### config.mk
export PLATFORM = sky130hd
export DESIGN_NAME = hall_pulse_rotation_rate_core
export DESIGN_NICKNAME = d
export VERILOG_FILES = /design/src/hw/rtl/hprr_pkg.sv /design/src/hw/rtl/hall_pulse_rotation_rate_core.sv
export SDC_FILE = /design/constraint.sdc
export NUM_CORES = 1
export LEC_CHECK = 0
export ABC_AREA = 1
export BUFFER_PORTS_ARGS = -buffer_cell sky130_fd_sc_hd__buf_2
export CAP_MARGIN = 20
export CORE_ASPECT_RATIO = 0.8
export CORE_MARGIN = 1.5
export CORE_UTILIZATION = 39
export DETAILED_ROUTE_END_ITERATION = 7
export PLACE_DENSITY = 0.56
export SLEW_MARGIN = 20
export SYNTH_ARGS = -nofsm -noshare
export SYNTH_HDL_FRONTEND = slang
export SYNTH_SLANG_ARGS = --single-unit
### constraint.sdc
create_clock -name i_clk -period 8.14 [get_ports i_clk]
set_input_delay 2.035 -clock i_clk [delete_from_list [all_inputs] [get_ports i_clk]]
set_output_delay 2.035 -clock i_clk [all_outputs]
set_load 0.005 [all_outputs]
### src/hw/rtl/hprr_pkg.sv
// Shared types and constants for the Hall pulse rotation rate block.
package hprr_pkg;

    localparam int SAMPLE_BITS  = 16;
    localparam int INDEX_BITS   = 32;
    localparam int CEN_BITS     = INDEX_BITS + 1;
    localparam int PER_BITS     = 33;
    localparam int MID_BITS     = 34;
    localparam int FREQ_BITS    = 34;
    localparam int RATE_BITS    = 27;
    localparam int Q8_SHIFT     = 9;
    localparam int DIVD_BITS    = RATE_BITS + Q8_SHIFT;
    localparam int REM_BITS     = CEN_BITS + 1;
    localparam int CNT_BITS     = 6;
    localparam int IN_TDATA_BITS  = 16;
    localparam int OUT_FIELD_BITS = FREQ_BITS + MID_BITS + PER_BITS;
    localparam int OUT_TDATA_BITS = ((OUT_FIELD_BITS + 7) / 8) * 8;
    localparam int CFG_IDX_BITS  = 2;
    localparam int CFG_DATA_BITS = RATE_BITS;

    localparam logic [CFG_IDX_BITS-1:0] CFG_THRESHOLD = 2'd0;
    localparam logic [CFG_IDX_BITS-1:0] CFG_RATE      = 2'd1;
    localparam logic [CFG_IDX_BITS-1:0] CFG_TWO_MAG   = 2'd2;

    localparam logic signed [SAMPLE_BITS-1:0] THRESHOLD_RST = -16'sd200;
    localparam logic [RATE_BITS-1:0]          RATE_RST      = 27'd1000000;
    localparam logic [FREQ_BITS-1:0]          FREQ_MAX      = {FREQ_BITS{1'b1}};

    typedef enum logic [2:0] {
        ST_IDLE,
        ST_CENTRE,
        ST_PERIOD,
        ST_DIV,
        ST_DONE
    } t_state;

endpackage

### src/hw/rtl/hall_pulse_rotation_rate_core.sv
// Hall pulse tachometer: pulse detection, centre tracking and rate divider.
//
// Usage: one signed 16-bit converter sample per input word on the s-side
// stream (tdata[15:0]). Samples strictly below the threshold register form
// a pulse; when a pulse ends and an earlier centre is known, one word leaves
// on the m-side stream holding frequency (Q8 Hz), midpoint time in quarter
// samples and centre-to-centre period in half samples.
// Flow: a sample that does not end a pulse leaves s-side tready high. A sample
// that ends a pulse goes through the centre add and, when an earlier centre
// is known, the period/midpoint add; for a non-zero period the restoring
// divider then works one quotient bit per cycle through one shared
// subtractor, and the output register is loaded last. s-side tready stays
// low for the whole of that work, so no new sample is taken until it ends.
// The output register holds a finished word while the receiver stalls; the
// block keeps accepting samples, and only a second result waits in the final
// step until the held word is taken.
// Reset (synchronous, active low) clears the sample counter, pulse tracking
// and output valid, and loads the register defaults: threshold -200,
// 1000000 Hz, single magnet. Configuration is written through i_cfg_we.
module hall_pulse_rotation_rate_core (
    input  logic                                   i_clk,
    input  logic                                   i_rst_n,
    input  logic                                   i_cfg_we,
    input  logic [hprr_pkg::CFG_IDX_BITS-1:0]      i_cfg_idx,
    input  logic [hprr_pkg::CFG_DATA_BITS-1:0]     i_cfg_data,
    input  logic                                   s_tvalid,
    output logic                                   s_tready,
    input  logic [hprr_pkg::IN_TDATA_BITS-1:0]     s_tdata,   // [15:0] adc_sample
    output logic                                   m_tvalid,
    input  logic                                   m_tready,
    // [33:0] freq_hz_q8, [67:34] midpoint_quarter_samples,
    // [100:68] period_half_samples, [103:101] zero
    output logic [hprr_pkg::OUT_TDATA_BITS-1:0]    m_tdata
);

    hprr_pkg::t_state r_state, n_state;

    logic signed [hprr_pkg::SAMPLE_BITS-1:0] r_threshold;
    logic [hprr_pkg::RATE_BITS-1:0]          r_rate;
    logic                                    r_two_mag;

    logic [hprr_pkg::INDEX_BITS-1:0] r_count;
    logic                            r_inside;
    logic [hprr_pkg::INDEX_BITS-1:0] r_first;
    logic [hprr_pkg::INDEX_BITS-1:0] r_last;
    logic [hprr_pkg::CEN_BITS-1:0]   r_centre;
    logic [hprr_pkg::CEN_BITS-1:0]   r_last_centre;
    logic                            r_have_centre;
    logic [hprr_pkg::PER_BITS-1:0]   r_period;
    logic [hprr_pkg::MID_BITS-1:0]   r_mid;
    logic [hprr_pkg::DIVD_BITS-1:0]  r_quo;
    logic [hprr_pkg::REM_BITS-1:0]   r_rem;
    logic [hprr_pkg::CNT_BITS-1:0]   r_cnt;
    logic                            r_zero_per;

    logic                            r_out_valid;
    logic [hprr_pkg::FREQ_BITS-1:0]  r_out_freq;
    logic [hprr_pkg::MID_BITS-1:0]   r_out_mid;
    logic [hprr_pkg::PER_BITS-1:0]   r_out_per;

    logic                            in_accept;
    logic                            below;
    logic                            pulse_end;
    logic                            out_free;
    logic [hprr_pkg::REM_BITS-1:0]   rem_shift;
    logic [hprr_pkg::REM_BITS:0]     trial;
    logic [hprr_pkg::DIVD_BITS-1:0]  quo_adj;
    logic [hprr_pkg::FREQ_BITS-1:0]  freq_final;
    logic [hprr_pkg::CEN_BITS-1:0]   period_full;

    assign s_tready  = (r_state == hprr_pkg::ST_IDLE);
    assign in_accept = s_tvalid && s_tready;
    assign below     = $signed(s_tdata[hprr_pkg::SAMPLE_BITS-1:0]) < r_threshold;
    assign pulse_end = in_accept && !below && r_inside;
    assign out_free  = !r_out_valid || m_tready;

    // One subtractor serves every quotient bit.
    assign rem_shift = {r_rem[hprr_pkg::REM_BITS-2:0], r_quo[hprr_pkg::DIVD_BITS-1]};
    assign trial     = {1'b0, rem_shift} - {2'b00, r_period};
    assign quo_adj   = r_two_mag ? (r_quo >> 1) : r_quo;
    assign freq_final = r_zero_per ? hprr_pkg::FREQ_MAX :
        ((quo_adj[hprr_pkg::DIVD_BITS-1:hprr_pkg::FREQ_BITS] != '0) ? hprr_pkg::FREQ_MAX
                                              : quo_adj[hprr_pkg::FREQ_BITS-1:0]);
    assign period_full = r_centre - r_last_centre;

    always_ff @(posedge i_clk) begin
        if (!i_rst_n) begin
            r_state <= hprr_pkg::ST_IDLE;
        end else begin
            r_state <= n_state;
        end
    end

    always_comb begin
        n_state = r_state;
        case (r_state)
            hprr_pkg::ST_IDLE: begin
                if (pulse_end) begin
                    n_state = hprr_pkg::ST_CENTRE;
                end
            end
            hprr_pkg::ST_CENTRE: begin
                n_state = r_have_centre ? hprr_pkg::ST_PERIOD : hprr_pkg::ST_IDLE;
            end
            hprr_pkg::ST_PERIOD: begin
                n_state = (period_full == '0) ? hprr_pkg::ST_DONE : hprr_pkg::ST_DIV;
            end
            hprr_pkg::ST_DIV: begin
                if (r_cnt == '0) begin
                    n_state = hprr_pkg::ST_DONE;
                end
            end
            hprr_pkg::ST_DONE: begin
                if (out_free) begin
                    n_state = hprr_pkg::ST_IDLE;
                end
            end
            default: n_state = hprr_pkg::ST_IDLE;
        endcase
    end

    // Configuration and control state.
    always_ff @(posedge i_clk) begin
        if (!i_rst_n) begin
            r_threshold   <= hprr_pkg::THRESHOLD_RST;
            r_rate        <= hprr_pkg::RATE_RST;
            r_two_mag     <= 1'b0;
            r_count       <= '0;
            r_inside      <= 1'b0;
            r_first       <= '0;
            r_last_centre <= '0;
            r_have_centre <= 1'b0;
            r_out_valid   <= 1'b0;
        end else begin
            if (i_cfg_we) begin
                case (i_cfg_idx)
                    hprr_pkg::CFG_THRESHOLD:
                        r_threshold <= i_cfg_data[hprr_pkg::SAMPLE_BITS-1:0];
                    hprr_pkg::CFG_RATE:    r_rate    <= i_cfg_data;
                    hprr_pkg::CFG_TWO_MAG: r_two_mag <= i_cfg_data[0];
                    default: ;
                endcase
            end
            if (in_accept) begin
                r_count <= r_count + 1'b1;
                if (below) begin
                    if (!r_inside) begin
                        r_inside <= 1'b1;
                        r_first  <= r_count;
                    end
                end else begin
                    r_inside <= 1'b0;
                end
            end
            if (r_state == hprr_pkg::ST_CENTRE) begin
                r_last_centre <= r_centre;
                r_have_centre <= 1'b1;
            end
            if (r_state == hprr_pkg::ST_DONE && out_free) begin
                r_out_valid <= 1'b1;
            end else if (m_tready) begin
                r_out_valid <= 1'b0;
            end
        end
    end

    // Datapath registers.
    always_ff @(posedge i_clk) begin
        if (pulse_end) begin
            r_last <= r_count - 1'b1;
        end
        if (r_state == hprr_pkg::ST_CENTRE) begin
            r_centre <= {1'b0, r_first} + {1'b0, r_last};
        end
        if (r_state == hprr_pkg::ST_PERIOD) begin
            r_period   <= period_full;
            r_mid      <= {1'b0, r_centre} + {1'b0, r_last_centre};
            r_zero_per <= (period_full == '0);
            r_quo      <= {r_rate, {hprr_pkg::Q8_SHIFT{1'b0}}};
            r_rem      <= '0;
            r_cnt      <= hprr_pkg::CNT_BITS'(hprr_pkg::DIVD_BITS - 1);
        end
        if (r_state == hprr_pkg::ST_DIV) begin
            r_cnt <= r_cnt - 1'b1;
            if (!trial[hprr_pkg::REM_BITS]) begin
                r_rem <= trial[hprr_pkg::REM_BITS-1:0];
                r_quo <= {r_quo[hprr_pkg::DIVD_BITS-2:0], 1'b1};
            end else begin
                r_rem <= rem_shift;
                r_quo <= {r_quo[hprr_pkg::DIVD_BITS-2:0], 1'b0};
            end
        end
        if (r_state == hprr_pkg::ST_DONE && out_free) begin
            r_out_freq <= freq_final;
            r_out_mid  <= r_mid;
            r_out_per  <= r_period;
        end
    end

    assign m_tvalid = r_out_valid;
    assign m_tdata  = {{(hprr_pkg::OUT_TDATA_BITS - hprr_pkg::OUT_FIELD_BITS){1'b0}},
                       r_out_per, r_out_mid, r_out_freq};

endmodule

==> PnR_summary.wiki <==
{| class="wikitable"
! Metric !! Value
|-
| Outcome || finished with violations
|-
| Violated checks || DRC
|-
| Post-route cell area || 0.02864 mm^2
|-
| Ranking of synthesized cells by area || sky130_fd_sc_hd__edfxtp_1, sky130_fd_sc_hd__dfxtp_1, sky130_fd_sc_hd__nand2_1
|-
| Setup TNS after final layout || 0 ns
|-
| Highest attainable clock frequency || 0.1987 GHz
|-
| Syn_area_per_cell || 8.526 um^2
|-
| Crit path arrival time || 5.50 ns
|-
| Synth async-reset ratio || 0
|-
| Number of buffers inserted by hold repair at cts || 0
|-
| Startpoint kind of the worst setup timing path || input pin
|-
| Finish-stage setup viols || 0
|-
| Worst-path clk slew || 0.06 ns
|-
| Final count of pins violating max slew || 0
|-
| Synth Cell Area || 0.02552 mm^2
|-
| Area overhead of the layout relative to synthesis || 12.24%
|-
| Wire length reported by the detailed router || 65,530 um
|-
| Worst IR drop on VDD || 0.0001543 V
|-
| Required time of the critical path || 8.60 ns
|-
| Maximum fanout along the worst path || 33
|-
| Via count of the first global-routing pass || 18,744
|-
| Detail Placement HPWL || 50,280 um
|-
| CP Capture Type || flip-flop
|-
| Drt pass-1 iters || 8
|-
| # port buffers || 152
|-
| Number of synthesized register bits || 454
|-
| Worst slew slack as a fraction of its limit || 0.3004
|-
| Ranking of synthesized cells by instance count || sky130_fd_sc_hd__nand2_1, sky130_fd_sc_hd__inv_1, sky130_fd_sc_hd__edfxtp_1
|-
| Path type of the worst min-delay path || flip-flop to flip-flop
|-
| Number of nets in the final layout || 3,314
|-
| Distinct cells, synth || 58
|-
| Buffer depth of the longest clock path || 3
|-
| Io pins || 156
|-
| Initial antenna violation count || 0
|-
| Clock Latency Late Sink || 0.62 ns
|-
| Global-route congestion overflow total || 0
|-
| Fill cell total of the finished layout || 6,392
|-
| Max Cap Viol || 0
|-
| Detail-routed via count per cell || 4.986
|-
| Total setup buffers inserted after CTS || 0
|-
| Pwr Density || 281.7 mW/mm^2
|-
| Vertical die dimension || 231.8 um
|-
| Initial Util || 0.3963
|-
| Gate Count Post-Synth || 2,993
|-
| Core Region || 0.06439 mm^2
|-
| Flip-flop cell with the highest count after synthesis || sky130_fd_sc_hd__edfxtp_1
|-
| Setup repair after global routing missed its margin || false
|-
| Remaining design rule violation count || 8
|-
| Die X || 289.0 um
|-
| Tightest hold margin || 0.4154 ns
|-
| Pin count of the biggest net entering global routing || 98
|-
| Global-route wire length before repair || 103,100 um
|-
| Number of enable-type register cells in the synthesized netlist || 307
|-
| Share of the synthesized area in the top cell type || 0.3613
|-
| Largest area contributor in the synthesized netlist || sky130_fd_sc_hd__edfxtp_1
|-
| Final Critical Period || 5.033 ns
|-
| Most frequent cell after synthesis || sky130_fd_sc_hd__nand2_1
|-
| Clock root buffer || sky130_fd_sc_hd__clkbuf_16
|-
| Antenna Violating Nets Remaining || 0
|-
| Total power after layout || 8.069 mW
|-
| Syn. warnings || 0
|-
| Floorplan row count || 83
|-
| Total clock buffers created by CTS || 47
|-
| Sequential-to-total area share from yosys stat || 0.4766
|-
| Share of cells above drive strength 1 || 0.1077
|-
| Weighted congestion reported at the end of routability-driven placement || 0.9204
|-
| Clock Sink Count || 454
|-
| Setup CP Type || input pin to flip-flop
|-
| Clock tree from TritonCTS || built
|-
| Post-CTS sizing || 0
|-
| Wire per inst || 16.39 um
|-
| Slew at the pin closest to its max-slew limit || 1.047 ns
|-
| Reported leakage power || 12.28 nW
|-
| Full die area || 0.06699 mm^2
|-
| N_diodes || 0
|-
| Post-route clock period utilization || 0.6183
|-
| Post-Route Skew || 0.04419 ns
|-
| Number of DRC markers after the initial detailed-route iteration || 1,355
|-
| Total count of hold-check failures in the final report || 0
|-
| H-Tree Depth || 2
|-
| Via count || 19,938
|-
| Total global routing track utilization || 0.1932
|-
| Total placed instance area || 0.02701 mm^2
|}
cell families (layout without fill, tap and decap cells):
group / Yosys count / count (layout) / synth area share
AOI/OAI and AO/OA: 537 / 537 / 0.1195
adders and majority gates: 152 / 152 / 0.07571
other: 1 / 3 / 0.0001470
buffers and inverters: 524 / 678 / 0.08169
DFF: 454 / 454 / 0.4766
xor gates and xnor gates: 128 / 128 / 0.04393
and+or+nand+nor: 1197 / 1197 / 0.2024
where the power goes:
part	total [mW]	switching, mW	internal, mW
Combinational	2.79	1.94	0.851
Sequential	3.04	0.135	2.90
Clock	2.24	0.947	1.29
worst paths after layout:
kind,startpoint,to,slack (ns),depth (start not counted)
min reg2reg,r_mid[31]$_DFFE_PN_,r_out_mid[31]$_DFFE_PP_,0.42,0
max reg2reg,r_threshold[11]$_SDFFE_PN1P_,r_first[1]$_SDFFE_PN0P_,4.28,11
min,r_mid[31]$_DFFE_PN_,r_out_mid[31]$_DFFE_PP_,0.42,0
max,s_tdata[11],r_first[1]$_SDFFE_PN0P_,3.11,11
state kept, by name (all words and copies together) (netlist names), 33 cells and up:
signal / flops
r_centre: 33
r_out_freq: 34
r_out_mid: 34
r_period: 33
r_last_centre: 33
r_quo: 36
r_rem: 33
r_mid: 33
worst max-delay path: stages:
cell and delay, ns:
sky130_fd_sc_hd__buf_2 0.10, sky130_fd_sc_hd__ha_1 0.30, sky130_fd_sc_hd__a21oi_1 0.26, sky130_fd_sc_hd__o21ai_0 0.13, sky130_fd_sc_hd__nand4_1 0.10, sky130_fd_sc_hd__o211a_1 0.16
sky130_fd_sc_hd__nand3_1 0.14, sky130_fd_sc_hd__nand2_1 0.78, sky130_fd_sc_hd__nand2_1 0.92, sky130_fd_sc_hd__o21ai_0 0.49, sky130_fd_sc_hd__a21oi_1 0.07
stage by stage:
stage	utilization	instances	setup WS (ns)
floorplan	-	2995	0.7006
global placement	0.4196	3913	2.676
detailed placement	0.4196	3913	2.496
CTS	0.4447	3999	3.136
global route	0.4449	3999	2.776
finish	0.4449	3999	3.107
area by class of cell:
cell class              count  area (um^2)  area share
clock inverters            24        325.3     0.01136
multi-input cells        2017        11340      0.3958
flip-flops and latches    454        12160      0.4246
well taps                 850         1064     0.03713
repair buffers            165        858.3     0.02997
inverters                 427         1604     0.05600
clock buffers              62         1292     0.04512
cells in the final DEF, fill, tap and decap left out, types with 6 or more instances in the layout:
cell type / synthesis / layout
sky130_fd_sc_hd__nand3_2: 9 / 10
sky130_fd_sc_hd__clkbuf_8: 0 / 6
sky130_fd_sc_hd__nand2_1: 658 / 657
sky130_fd_sc_hd__a31oi_1: 10 / 10
sky130_fd_sc_hd__nor2_4: 7 / 12
sky130_fd_sc_hd__xor2_1: 96 / 96
sky130_fd_sc_hd__a21boi_1: 9 / 9
sky130_fd_sc_hd__edfxtp_1: 307 / 307
sky130_fd_sc_hd__buf_2: 14 / 152
sky130_fd_sc_hd__clkbuf_16: 0 / 47
sky130_fd_sc_hd__nand3_1: 151 / 150
sky130_fd_sc_hd__o211ai_1: 24 / 24
sky130_fd_sc_hd__o21a_1: 14 / 14
sky130_fd_sc_hd__a221oi_1: 8 / 8
sky130_fd_sc_hd__nand2_2: 17 / 18
sky130_fd_sc_hd__clkinv_1: 5 / 8
sky130_fd_sc_hd__nand4_1: 17 / 17
sky130_fd_sc_hd__a21o_1: 13 / 13
sky130_fd_sc_hd__o21bai_1: 18 / 18
sky130_fd_sc_hd__buf_4: 14 / 13
sky130_fd_sc_hd__dfxtp_1: 147 / 147
sky130_fd_sc_hd__inv_1: 402 / 401
sky130_fd_sc_hd__nor4_1: 12 / 12
sky130_fd_sc_hd__nor3_1: 44 / 44
sky130_fd_sc_hd__nor2_1: 251 / 246
sky130_fd_sc_hd__ha_1: 148 / 148
sky130_fd_sc_hd__clkbuf_1: 62 / 9
sky130_fd_sc_hd__nor2_2: 8 / 8
sky130_fd_sc_hd__o21ai_1: 21 / 21
sky130_fd_sc_hd__o21ai_0: 143 / 143
sky130_fd_sc_hd__clkinv_2: 1 / 10
sky130_fd_sc_hd__inv_2: 19 / 20
sky130_fd_sc_hd__a21oi_1: 250 / 250
sky130_fd_sc_hd__xnor2_1: 32 / 32
per-layer routing:
layer | vias to the layer above | part of all wire | track usage
li1 | 10153 | - | -
met1 | 9287 | 0.50 | 0.2876
met2 | 414 | 0.43 | 0.2932
met3 | 84 | 0.045 | 0.02613
met4 | 0 | 0.022 | 0.04980
met5 | - | 0 | 0
No activity file was read; power rests on OpenSTA's default activity.
